## src/hdl/button_encoder_scanner_unit_defines.svh

```systemverilog
// Assertion macros for the button/encoder scanner.
`ifndef BUTTON_ENCODER_SCANNER_UNIT_DEFINES_SVH
`define BUTTON_ENCODER_SCANNER_UNIT_DEFINES_SVH

`ifndef SYNTHESIS
// same-cycle implication
`define BES_ASSERT_SAME(label, clk, rst_n, ante, cons) \
    label: assert property (@(posedge clk) disable iff (!rst_n) (ante) |-> (cons)) \
        else $error("bes: same-cycle check failed");
// next-cycle implication
`define BES_ASSERT_NEXT(label, clk, rst_n, ante, cons) \
    label: assert property (@(posedge clk) disable iff (!rst_n) (ante) |=> (cons)) \
        else $error("bes: next-cycle check failed");
`else
`define BES_ASSERT_SAME(label, clk, rst_n, ante, cons)
`define BES_ASSERT_NEXT(label, clk, rst_n, ante, cons)
`endif

`endif

```

## src/hdl/bes_pkg.sv

```systemverilog
`timescale 1ns / 1ps
`default_nettype none

package bes_pkg;

    localparam int RES_W     = 7;
    localparam int TICK_W    = 15;
    localparam int PRESS_W   = 16;
    localparam int COUNT_W   = 8;
    localparam int BTN_W     = 4;
    localparam int SET_W     = 6;
    localparam int CMD_W     = 4;
    localparam int OP_W      = 2;
    localparam int IDX_W     = 2;
    localparam int DIV_W     = 7;
    localparam int DIV_CNT_W = 3;

    // seven restoring steps cover a 7-bit magnitude
    localparam logic [DIV_CNT_W-1:0] DIV_LAST = 3'd6;

    localparam logic [OP_W-1:0] OP_TICK     = 2'd0;
    localparam logic [OP_W-1:0] OP_READ_ENC = 2'd1;
    localparam logic [OP_W-1:0] OP_READ_CMD = 2'd2;
    localparam logic [OP_W-1:0] OP_NONE     = 2'd3;

    localparam logic [IDX_W-1:0] REG_RES    = 2'd0;
    localparam logic [IDX_W-1:0] REG_SHORT  = 2'd1;
    localparam logic [IDX_W-1:0] REG_LONG   = 2'd2;
    localparam logic [IDX_W-1:0] REG_REPEAT = 2'd3;

    localparam logic signed [RES_W-1:0] RES_RESET    = 7'sd4;
    localparam logic [TICK_W-1:0]       SHORT_RESET  = 15'd100;
    localparam logic [TICK_W-1:0]       LONG_RESET   = 15'd2000;
    localparam logic [TICK_W-1:0]       REPEAT_RESET = 15'd400;

    localparam logic [CMD_W-1:0] CMD_NONE    = 4'd0;
    localparam logic [CMD_W-1:0] CMD_SHORT_1 = 4'd1;
    localparam logic [CMD_W-1:0] CMD_SHORT_2 = 4'd2;
    localparam logic [CMD_W-1:0] CMD_SHORT_3 = 4'd3;
    localparam logic [CMD_W-1:0] CMD_SHORT_4 = 4'd4;
    localparam logic [CMD_W-1:0] CMD_LONG_1  = 4'd5;
    localparam logic [CMD_W-1:0] CMD_LONG_2  = 4'd6;
    localparam logic [CMD_W-1:0] CMD_LONG_3  = 4'd7;
    localparam logic [CMD_W-1:0] CMD_LONG_4  = 4'd8;

    // press sets: bits 0-3 buttons, bit 4 line A, bit 5 line B
    localparam logic [SET_W-1:0] SET_1  = 6'h01;
    localparam logic [SET_W-1:0] SET_2  = 6'h02;
    localparam logic [SET_W-1:0] SET_3  = 6'h04;
    localparam logic [SET_W-1:0] SET_4  = 6'h08;
    localparam logic [SET_W-1:0] SET_A  = 6'h10;
    localparam logic [SET_W-1:0] SET_B  = 6'h20;
    localparam logic [SET_W-1:0] SET_1A = 6'h11;
    localparam logic [SET_W-1:0] SET_2B = 6'h22;

    localparam logic signed [COUNT_W-1:0] COUNT_MAX = 8'sd127;
    localparam logic signed [COUNT_W-1:0] COUNT_MIN = -8'sd127;

    typedef enum logic [3:0] {
        S_IDLE = 4'b0001,
        S_TICK = 4'b0010,
        S_DIV  = 4'b0100,
        S_DONE = 4'b1000
    } t_state;

    typedef struct packed {
        logic load;
        logic tick;
        logic div_step;
        logic out_load;
    } t_cmd;

    typedef struct packed {
        logic div_last;
    } t_stat;

    // CMD_NONE means leave the pending command alone
    function automatic logic [CMD_W-1:0] long_code(input logic [SET_W-1:0] s,
                                                   input logic btn_mode);
        logic [CMD_W-1:0] c;
        begin
            case (s)
                SET_1:   c = CMD_LONG_1;
                SET_2:   c = CMD_LONG_2;
                SET_3:   c = CMD_LONG_3;
                SET_4:   c = CMD_LONG_4;
                SET_1A:  c = btn_mode ? CMD_LONG_4 : CMD_NONE;
                SET_2B:  c = btn_mode ? CMD_LONG_3 : CMD_NONE;
                default: c = CMD_NONE;
            endcase
            return c;
        end
    endfunction

    function automatic logic [CMD_W-1:0] short_code(input logic [SET_W-1:0] s,
                                                    input logic btn_mode);
        logic [CMD_W-1:0] c;
        begin
            case (s)
                SET_1:   c = CMD_SHORT_1;
                SET_2:   c = CMD_SHORT_2;
                SET_3:   c = CMD_SHORT_3;
                SET_4:   c = CMD_SHORT_4;
                SET_A:   c = btn_mode ? CMD_SHORT_4 : CMD_NONE;
                SET_B:   c = btn_mode ? CMD_SHORT_3 : CMD_NONE;
                default: c = CMD_NONE;
            endcase
            return c;
        end
    endfunction

endpackage

`default_nettype wire

```

## src/hdl/bes_ctrl.sv

```systemverilog
`timescale 1ns / 1ps
`default_nettype none

module bes_ctrl (
    input  wire logic                     i_clk,
    input  wire logic                     i_rst_n,
    input  wire logic                     i_in_valid,
    input  wire logic [bes_pkg::OP_W-1:0] i_operation,
    input  wire logic                     i_out_stall,
    input  wire bes_pkg::t_stat           i_stat,
    output bes_pkg::t_cmd                 o_cmd,
    output logic                          o_in_stall,
    output logic                          o_out_valid
);

    bes_pkg::t_state r_state, n_state;
    logic            r_out_valid, n_out_valid;
    bes_pkg::t_cmd   w_cmd;

    always_comb begin
        n_state = r_state;
        w_cmd   = '0;
        case (r_state)
            bes_pkg::S_IDLE: begin
                if (i_in_valid) begin
                    w_cmd.load = 1'b1;
                    case (i_operation)
                        bes_pkg::OP_TICK:     n_state = bes_pkg::S_TICK;
                        bes_pkg::OP_READ_ENC: n_state = bes_pkg::S_DIV;
                        bes_pkg::OP_READ_CMD: n_state = bes_pkg::S_DONE;
                        default:              n_state = bes_pkg::S_IDLE;
                    endcase
                end
            end
            bes_pkg::S_TICK: begin
                w_cmd.tick = 1'b1;
                n_state    = bes_pkg::S_IDLE;
            end
            bes_pkg::S_DIV: begin
                w_cmd.div_step = 1'b1;
                if (i_stat.div_last) begin
                    n_state = bes_pkg::S_DONE;
                end
            end
            bes_pkg::S_DONE: begin
                // wait for the output register to free up
                if (!r_out_valid || !i_out_stall) begin
                    w_cmd.out_load = 1'b1;
                    n_state        = bes_pkg::S_IDLE;
                end
            end
            default: n_state = bes_pkg::S_IDLE;
        endcase
    end

    assign n_out_valid = w_cmd.out_load | (r_out_valid & i_out_stall);

    always_ff @(posedge i_clk) begin
        if (!i_rst_n) begin
            r_state     <= bes_pkg::S_IDLE;
            r_out_valid <= 1'b0;
        end else begin
            r_state     <= n_state;
            r_out_valid <= n_out_valid;
        end
    end

    assign o_cmd       = w_cmd;
    assign o_in_stall  = (r_state != bes_pkg::S_IDLE);
    assign o_out_valid = r_out_valid;

endmodule

`default_nettype wire

```

## src/hdl/bes_datapath.sv

```systemverilog
`timescale 1ns / 1ps
`default_nettype none

module bes_datapath (
    input  wire logic                          i_clk,
    input  wire logic                          i_rst_n,
    input  wire bes_pkg::t_cmd                 i_cmd,
    output bes_pkg::t_stat                     o_stat,
    input  wire logic [bes_pkg::OP_W-1:0]      i_operation,
    input  wire logic [bes_pkg::BTN_W-1:0]     i_buttons_pressed,
    input  wire logic                          i_line_a_active,
    input  wire logic                          i_line_b_active,
    input  wire logic                          i_cfg_we,
    input  wire logic [bes_pkg::IDX_W-1:0]     i_cfg_index,
    input  wire logic [bes_pkg::TICK_W-1:0]    i_cfg_data,
    output logic signed [bes_pkg::COUNT_W-1:0] o_encoder_steps,
    output logic [bes_pkg::CMD_W-1:0]          o_button_command
);

    // configuration
    logic signed [bes_pkg::RES_W-1:0] r_res;
    logic [bes_pkg::TICK_W-1:0]       r_short, r_long, r_repeat;

    // scanner state
    logic signed [bes_pkg::COUNT_W-1:0] r_count, n_count;
    logic [1:0]                         r_quad, n_quad;
    logic [bes_pkg::SET_W-1:0]          r_prev, n_prev;
    logic [bes_pkg::PRESS_W-1:0]        r_press, n_press;
    logic [bes_pkg::CMD_W-1:0]          r_pending, n_pending;

    // latched word
    logic [bes_pkg::OP_W-1:0]  r_op;
    logic [bes_pkg::BTN_W-1:0] r_btn;
    logic [1:0]                r_lines;

    // divider
    logic [bes_pkg::DIV_W-1:0]     r_div_rem, r_div_quo, r_div_den;
    logic [bes_pkg::DIV_CNT_W-1:0] r_div_cnt;
    logic                          r_div_neg_q, r_div_neg_r;

    // result
    logic signed [bes_pkg::COUNT_W-1:0] r_steps, n_steps;
    logic [bes_pkg::CMD_W-1:0]          r_command, n_command;

    logic                         w_btn_mode;
    logic [bes_pkg::SET_W-1:0]    w_now;
    logic                         w_q_inc, w_q_dec;
    logic                         w_mv_up, w_mv_dn;
    logic [bes_pkg::PRESS_W-1:0]  w_press_inc, w_long_ext, w_rep_sum;
    logic [bes_pkg::CMD_W-1:0]    w_code;
    logic signed [bes_pkg::COUNT_W:0] w_moved_wide;
    logic signed [bes_pkg::COUNT_W-1:0] w_moved;
    logic [bes_pkg::COUNT_W-1:0]  w_count_abs;
    logic [bes_pkg::RES_W-1:0]    w_res_abs;
    logic [bes_pkg::DIV_W-1:0]    w_shift;
    logic [bes_pkg::DIV_W:0]      w_trial;
    logic                         w_ge;
    logic [bes_pkg::COUNT_W-1:0]  w_quo_ext, w_rem_ext;

    assign w_btn_mode = (r_res == '0);
    assign w_now      = {(w_btn_mode ? r_lines : 2'b00), r_btn};

    // Gray-code transitions, lines packed {B, A}
    assign w_q_dec = (r_quad == 2'd0 && r_lines == 2'd1) || (r_quad == 2'd1 && r_lines == 2'd3) ||
                     (r_quad == 2'd3 && r_lines == 2'd2) || (r_quad == 2'd2 && r_lines == 2'd0);
    assign w_q_inc = (r_quad == 2'd0 && r_lines == 2'd2) || (r_quad == 2'd2 && r_lines == 2'd3) ||
                     (r_quad == 2'd3 && r_lines == 2'd1) || (r_quad == 2'd1 && r_lines == 2'd0);

    assign w_press_inc = (&r_press) ? r_press : r_press + 1'b1;
    assign w_long_ext  = {1'b0, r_long};
    assign w_rep_sum   = {1'b0, r_long} + {1'b0, r_repeat};

    // divider step: remainder stays below the divisor (at most 64)
    assign w_shift = {r_div_rem[bes_pkg::DIV_W-2:0], r_div_quo[bes_pkg::DIV_W-1]};
    assign w_trial = {1'b0, w_shift} - {1'b0, r_div_den};
    assign w_ge    = ~w_trial[bes_pkg::DIV_W];

    assign w_count_abs = r_count[bes_pkg::COUNT_W-1] ? -r_count : r_count;
    assign w_res_abs   = r_res[bes_pkg::RES_W-1] ? -r_res : r_res;
    assign w_quo_ext   = {1'b0, r_div_quo};
    assign w_rem_ext   = {1'b0, r_div_rem};

    always_comb begin
        n_quad    = r_quad;
        n_prev    = r_prev;
        n_press   = r_press;
        n_pending = r_pending;
        n_steps   = r_steps;
        n_command = r_command;
        w_mv_up   = 1'b0;
        w_mv_dn   = 1'b0;
        w_code    = bes_pkg::CMD_NONE;

        if (i_cmd.tick) begin
            if (!w_btn_mode) begin
                w_mv_up = w_q_inc;
                w_mv_dn = w_q_dec;
                n_quad  = r_lines;
            end
            if (w_now != '0) begin
                if (w_now == r_prev) begin
                    n_press = w_press_inc;
                    if (w_press_inc == w_long_ext) begin
                        w_code = bes_pkg::long_code(r_prev, w_btn_mode);
                        if (w_code != bes_pkg::CMD_NONE) begin
                            n_pending = w_code;
                        end
                    end else if (w_btn_mode && w_press_inc == w_rep_sum) begin
                        w_mv_up = (r_prev == bes_pkg::SET_A);
                        w_mv_dn = (r_prev == bes_pkg::SET_B);
                        n_press = w_long_ext + 1'b1;
                    end
                end else begin
                    n_prev = w_now;
                end
            end else begin
                if (r_press > {1'b0, r_short} && r_press < w_long_ext) begin
                    w_code = bes_pkg::short_code(r_prev, w_btn_mode);
                    if (w_code != bes_pkg::CMD_NONE) begin
                        n_pending = w_code;
                    end
                end
                n_press = '0;
            end
        end

        w_moved_wide = {r_count[bes_pkg::COUNT_W-1], r_count}
                       + (w_mv_up ? 9'sd1 : 9'sd0) - (w_mv_dn ? 9'sd1 : 9'sd0);
        if (w_moved_wide > $signed({1'b0, bes_pkg::COUNT_MAX})) begin
            w_moved = bes_pkg::COUNT_MAX;
        end else if (w_moved_wide < $signed({1'b1, bes_pkg::COUNT_MIN})) begin
            w_moved = bes_pkg::COUNT_MIN;
        end else begin
            w_moved = w_moved_wide[bes_pkg::COUNT_W-1:0];
        end
        n_count = w_moved;

        if (i_cmd.out_load) begin
            if (r_op == bes_pkg::OP_READ_ENC) begin
                n_command = bes_pkg::CMD_NONE;
                if (w_btn_mode) begin
                    n_steps = r_count;
                    n_count = '0;
                end else begin
                    n_steps = r_div_neg_q ? -w_quo_ext : w_quo_ext;
                    n_count = r_div_neg_r ? -w_rem_ext : w_rem_ext;
                end
            end else begin
                n_steps   = '0;
                n_command = r_pending;
                n_pending = bes_pkg::CMD_NONE;
            end
        end
    end

    always_ff @(posedge i_clk) begin
        if (!i_rst_n) begin
            r_res     <= bes_pkg::RES_RESET;
            r_short   <= bes_pkg::SHORT_RESET;
            r_long    <= bes_pkg::LONG_RESET;
            r_repeat  <= bes_pkg::REPEAT_RESET;
            r_count   <= '0;
            r_quad    <= '0;
            r_prev    <= '0;
            r_press   <= '0;
            r_pending <= bes_pkg::CMD_NONE;
            r_div_cnt <= '0;
        end else begin
            if (i_cfg_we) begin
                case (i_cfg_index)
                    bes_pkg::REG_RES:    r_res    <= i_cfg_data[bes_pkg::RES_W-1:0];
                    bes_pkg::REG_SHORT:  r_short  <= i_cfg_data;
                    bes_pkg::REG_LONG:   r_long   <= i_cfg_data;
                    bes_pkg::REG_REPEAT: r_repeat <= i_cfg_data;
                    default: ;
                endcase
            end
            r_count   <= n_count;
            r_quad    <= n_quad;
            r_prev    <= n_prev;
            r_press   <= n_press;
            r_pending <= n_pending;
            if (i_cmd.load) begin
                r_div_cnt <= '0;
            end else if (i_cmd.div_step) begin
                r_div_cnt <= r_div_cnt + 1'b1;
            end
        end
    end

    always_ff @(posedge i_clk) begin
        if (i_cmd.load) begin
            r_op        <= i_operation;
            r_btn       <= i_buttons_pressed;
            r_lines     <= {i_line_b_active, i_line_a_active};
            r_div_quo   <= w_count_abs[bes_pkg::DIV_W-1:0];
            r_div_rem   <= '0;
            r_div_den   <= w_res_abs;
            r_div_neg_q <= r_count[bes_pkg::COUNT_W-1] ^ r_res[bes_pkg::RES_W-1];
            r_div_neg_r <= r_count[bes_pkg::COUNT_W-1];
        end else if (i_cmd.div_step) begin
            r_div_rem <= w_ge ? w_trial[bes_pkg::DIV_W-1:0] : w_shift;
            r_div_quo <= {r_div_quo[bes_pkg::DIV_W-2:0], w_ge};
        end
        r_steps   <= n_steps;
        r_command <= n_command;
    end

    assign o_stat.div_last  = (r_div_cnt == bes_pkg::DIV_LAST);
    assign o_encoder_steps  = r_steps;
    assign o_button_command = r_command;

endmodule

`default_nettype wire

```

## src/hdl/button_encoder_scanner_unit.sv

```systemverilog
// Button and quadrature encoder scanner.
// Input channel (i_in_valid / o_in_stall): one word per operation. A tick
// samples four buttons and the two encoder lines; it gives no result. An
// encoder read and a command read each give one result word on the output
// channel (o_out_valid / i_out_stall); operation 3 is dropped.
// One word is in work at a time. A tick goes through the tick state back to
// idle. A command read goes straight to the output load, which waits while
// the output register is held. An encoder read runs load, seven steps of a
// restoring divider for count / resolution (with resolution 0 the raw count
// is given and cleared), then the output load; a new word waits for idle.
// The output register holds a finished result while i_out_stall is high;
// the next word may still be taken and worked on, and only a new result
// waits for the register to empty.
// Configuration writes (i_cfg_valid, always ready) must go in only when no
// word is in work; the user is bound by this, the block does not enforce it.
// Synchronous reset restores default thresholds and resolution 4, clears the
// count, press state and pending command, and empties the output.
`timescale 1ns / 1ps
`default_nettype none
`include "button_encoder_scanner_unit_defines.svh"

module button_encoder_scanner_unit (
    input  wire logic                          i_clk,
    input  wire logic                          i_rst_n,
    input  wire logic                          i_in_valid,
    output logic                               o_in_stall,
    input  wire logic [bes_pkg::OP_W-1:0]      i_operation,
    input  wire logic [bes_pkg::BTN_W-1:0]     i_buttons_pressed,
    input  wire logic                          i_line_a_active,
    input  wire logic                          i_line_b_active,
    output logic                               o_out_valid,
    input  wire logic                          i_out_stall,
    output logic signed [bes_pkg::COUNT_W-1:0] o_encoder_steps,
    output logic [bes_pkg::CMD_W-1:0]          o_button_command,
    input  wire logic                          i_cfg_valid,
    output logic                               o_cfg_ready,
    input  wire logic [bes_pkg::IDX_W-1:0]     i_cfg_index,
    input  wire logic [bes_pkg::TICK_W-1:0]    i_cfg_data
);

    bes_pkg::t_cmd  w_cmd;
    bes_pkg::t_stat w_stat;
    logic           w_work_taken;
    logic           w_cmd_word;
    logic           w_out_held;

    assign o_cfg_ready = 1'b1;

    bes_ctrl u_ctrl (
        .i_clk       (i_clk),
        .i_rst_n     (i_rst_n),
        .i_in_valid  (i_in_valid),
        .i_operation (i_operation),
        .i_out_stall (i_out_stall),
        .i_stat      (w_stat),
        .o_cmd       (w_cmd),
        .o_in_stall  (o_in_stall),
        .o_out_valid (o_out_valid)
    );

    bes_datapath u_datapath (
        .i_clk             (i_clk),
        .i_rst_n           (i_rst_n),
        .i_cmd             (w_cmd),
        .o_stat            (w_stat),
        .i_operation       (i_operation),
        .i_buttons_pressed (i_buttons_pressed),
        .i_line_a_active   (i_line_a_active),
        .i_line_b_active   (i_line_b_active),
        .i_cfg_we          (i_cfg_valid),
        .i_cfg_index       (i_cfg_index),
        .i_cfg_data        (i_cfg_data),
        .o_encoder_steps   (o_encoder_steps),
        .o_button_command  (o_button_command)
    );

    assign w_work_taken = i_in_valid && !o_in_stall && i_operation != bes_pkg::OP_NONE;
    assign w_cmd_word   = o_out_valid && o_button_command != bes_pkg::CMD_NONE;
    assign w_out_held   = o_out_valid && i_out_stall;

    // a result is never loaded over a word still waiting to be taken
    `BES_ASSERT_SAME(a_no_overwrite, i_clk, i_rst_n, w_cmd.out_load, !w_out_held)
    // an accepted operation blocks the input until its work is done
    `BES_ASSERT_NEXT(a_busy_after_accept, i_clk, i_rst_n, w_work_taken, o_in_stall)
    // command results carry no encoder steps
    `BES_ASSERT_SAME(a_cmd_no_steps, i_clk, i_rst_n, w_cmd_word, o_encoder_steps == '0)
    `BES_ASSERT_SAME(a_cmd_range, i_clk, i_rst_n, o_out_valid, o_button_command <= bes_pkg::CMD_LONG_4)

endmodule

`default_nettype wire

```

## config.mk

```make
export PLATFORM = sky130hd
export DESIGN_NAME = button_encoder_scanner_unit
export DESIGN_NICKNAME = d
export VERILOG_FILES = /design/src/hdl/bes_pkg.sv /design/src/hdl/bes_ctrl.sv /design/src/hdl/bes_datapath.sv /design/src/hdl/button_encoder_scanner_unit.sv
export VERILOG_INCLUDE_DIRS = /design/src /design/src/hdl
export SDC_FILE = /design/constraint.sdc
export NUM_CORES = 1
export LEC_CHECK = 0
export ABC_AREA = 1
export BUFFER_PORTS_ARGS = -buffer_cell sky130_fd_sc_hd__buf_4
export CAP_MARGIN = 25
export CORE_MARGIN = 4
export CORE_UTILIZATION = 63
export CTS_CLUSTER_DIAMETER = 30
export DETAILED_ROUTE_END_ITERATION = 10
export HOLD_SLACK_MARGIN = 0.15
export PLACE_DENSITY = 0.81
export SYNTH_ARGS = -nofsm -noshare
export SYNTH_HDL_FRONTEND = slang
export SYNTH_SLANG_ARGS = --single-unit
```

## constraint.sdc

```tcl
create_clock -name i_clk -period 6.8 [get_ports i_clk]
set_input_delay 1.36 -clock i_clk [delete_from_list [all_inputs] [get_ports i_clk]]
set_output_delay 1.36 -clock i_clk [all_outputs]
set_load 0.05 [all_outputs]
```

==> results.json <==
{
  "drc_errors": 0,
  "vias_per_cell": 5.70,
  "yosysTopAreaCell": "dfxtp_1",
  "dpl_cell_area_um2": 10600,
  "clock_path_buffers": 2,
  "hold_violations": 0,
  "r2r_slack_ps": 1040,
  "end_kind": "flop",
  "overflow": 0,
  "hpwl_mm": 22.4,
  "rsz0062_at_grt": "false",
  "grt_start_max_net_pins": 65,
  "dr_total_vias": 10200,
  "ir_drop_mv": 0.229,
  "ys_ff_latch": 139,
  "tns_ps": 0,
  "synth.cell_area_um2": 10200,
  "cts_resized": 0,
  "crit_type": "reg -> reg",
  "hp-class": "reg -> reg",
  "die_area_um2": 18300,
  "async_reset_ff_share_pct": 0,
  "syn_area_per_cell_um2": 6.69,
  "reg2reg_to": "u_datapath.r_count[2]",
  "ys.flop_type": "dfxtp_1",
  "insertedDiodeCount": 0,
  "yosysMostFrequentCell": "nand2_1",
  "fin_util_pct": 70.6,
  "fin_crit_sh_pct": 84.7,
  "die_w_um": 135,
  "ys_seq_area_share_pct": 30.9,
  "cts-root-buf": "clkbuf_16",
  "yosys_warnings": 0,
  "routed_wl_mm": 29.1,
  "synth-edff-count": 36,
  "fin_skew_ps": 6.90,
  "whs_ps": 458,
  "fmax_ghz": 0.174,
  "synth_cell_type_count": 52,
  "instances_no_fill": 1784,
  "cts.reportedPaths.clkPinSlew_ps": 60,
  "min-delay-start": "u_datapath.r_res[0]",
  "die_y_um": 135,
  "synthesis.nets": 1627,
  "synthDominantCellAreaShare_pct": 20.3,
  "hold_path_end": "u_datapath.r_div_den[0]",
  "p_per_area_nw_per_um2": 260,
  "r2r_start": "u_datapath.r_long[0]",
  "cp_max_fo": 17,
  "final.min_clock_period_ps": 5760,
  "worstPathRequired_ps": 7140,
  "io_pins": 45,
  "slew_violations": 0,
  "cts_tree": "yes",
  "pre_cts_ws_ps": 1220,
  "syn-instance-count": 1522,
  "clk_latency_ps": 420,
  "synth.area.top_cells": "dfxtp_1, nand2_1, edfxtp_1",
  "cp_common_cell": "nand2_1",
  "setup_viol": 0,
  "grt_pass1_wl_mm": 47.2,
  "r2r_cells": 31,
  "total_power_mw": 2.92,
  "place_inst": 1752,
  "antenna_found_initial": 0,
  "cts_buffers": 17,
  "drive_gt1_share_pct": 7.78,
  "crit_arrival_ps": 6100,
  "holdPathStages": 0,
  "core_um2": 15900,
  "slowest_delay_ps": 460,
  "rows": 46,
  "final_net_count": 1660,
  "grt_pass1_vias": 9696,
  "wl_per_cell_um": 16.3,
  "design_area_um2": 11200,
  "gp_congestion": 1.04,
  "crit_slowest_cell": "dfxtp_1",
  "portBuffers": 43,
  "postCtsHoldBufs": 0,
  "worst_pin_slew_ps": 854,
  "synth_common_cells": "nand2_1, inv_1, nand3_1",
  "p_leak_nw": 5.30,
  "cp-start-kind": "flop",
  "drv_cap": 0,
  "dr.pass1.iters": 6,
  "ant_nets": 0,
  "start_util_pct": 64.1,
  "drt_iter0_drc": 671,
  "cts_sinks": 139,
  "slew_headroom_pct": 43.1,
  "outcome": "complete, no violations",
  "post_cts_buffers": 0,
  "setup_slack_ps": 1040,
  "cts-htree-levels": 4,
  "areaGrowthSynthToFinish_pct": 10.2,
  "grt_usage_pct": 32.4
}
cells in the final DEF, fill, tap and decap left out, types with 4 or more instances in the layout:
cell       netlist  final
nor2_4           4      4
xnor2_1          8      8
inv_6            0      4
xor2_1          38     38
nand2_1        378    378
inv_1          206    206
clkbuf_16        0     19
o211ai_1        13     13
o21ai_0        107    107
edfxtp_1        36     36
inv_2            7      7
a21oi_1        113    113
nand3b_1         9      9
nand4_1         19     19
buf_4            4     47
o21a_1           4      4
dfxtp_1        103    103
nand3_1        152    152
a31oi_1          5      5
clkinv_2         0      4
nor2_2          10     11
nor2_1         132    131
nand2_2          9      9
ha_1            72     72
o21bai_1         4      4
nor3_1          21     21
power by group:
group          switching, mW  internal [mW]
Clock                  0.378          0.523
Sequential            0.0949          0.979
Combinational          0.618          0.328
Total                   1.09           1.83
layout make-up:
cell class / instances / area (µm²)
Clock buffer: 21 / 493
Clock inverter: 11 / 80.1
Fill cell: 1429 / 4660
Inverter: 215 / 807
Multi-Input combinational cell: 1134 / 6060
Sequential cell: 139 / 3140
Tap cell: 216 / 270
Timing Repair Buffer: 48 / 364
per-layer routing:
layer  global-route usage [%]  routed length (µm)  part of all wire (%)
met1                     37.4               11500                    40
met2                     56.3               13900                    48
met3                     5.42                1710                   5.9
met4                     19.4                1900                   6.5
met5                        0                   0                     0
logic make-up after synthesis:
family	Yosys count	share of synthesized area (%)
simple gates	749	32.1
compound gates	263	14.0
buf+inv	249	9.60
flops	139	30.9
fa+ha+maj	75	9.44
xor+xnor	46	3.96
other cells	1	0.0368
worst max-delay path: cells and delay by family (launching register included):
kind,cells,cell delay (ps)
AND/OR/NAND/NOR,13,1820
AO/OA/AOI/OAI,9,1660
adder cells (fa/ha/maj),5,1480
flip-flops,1,460
buffers and inverters,4,260
sequential cells by signal, indices dropped and copies added, names as in the netlist, 3 cells and up:
register	count
u_datapath.r_btn	4
u_datapath.r_div_quo	7
u_datapath.r_short	15
u_datapath.r_pending	4
u_datapath.r_div_cnt	3
u_datapath.r_div_den	7
u_datapath.r_long	15
u_datapath.r_div_rem	7
u_datapath.r_count	8
u_ctrl.r_state	4
u_datapath.r_res	7
u_datapath.r_prev	6
u_datapath.o_encoder_steps	8
u_datapath.r_press	16
u_datapath.o_button_command	4
u_datapath.r_repeat	15
worst max-delay path by stage:
| stage | cells past startpoint | from | endpoint | slack, ps |
|---|---|---|---|---|
| after floorplan | 33 | u_datapath.r_long[0] | u_datapath.r_count[6] | 2080 |
| after global placement | 31 | u_datapath.r_press[0] | u_datapath.r_count[2] | 1510 |
| after detailed placement | 31 | u_datapath.r_press[0] | u_datapath.r_count[2] | 1220 |
| after CTS | 31 | u_datapath.r_long[0] | u_datapath.r_count[2] | 1150 |
| after global routing | 31 | u_datapath.r_press[0] | u_datapath.r_count[2] | 430 |
| final | 31 | u_datapath.r_long[0] | u_datapath.r_count[2] | 1040 |
(Power assumes the default switching activity.)
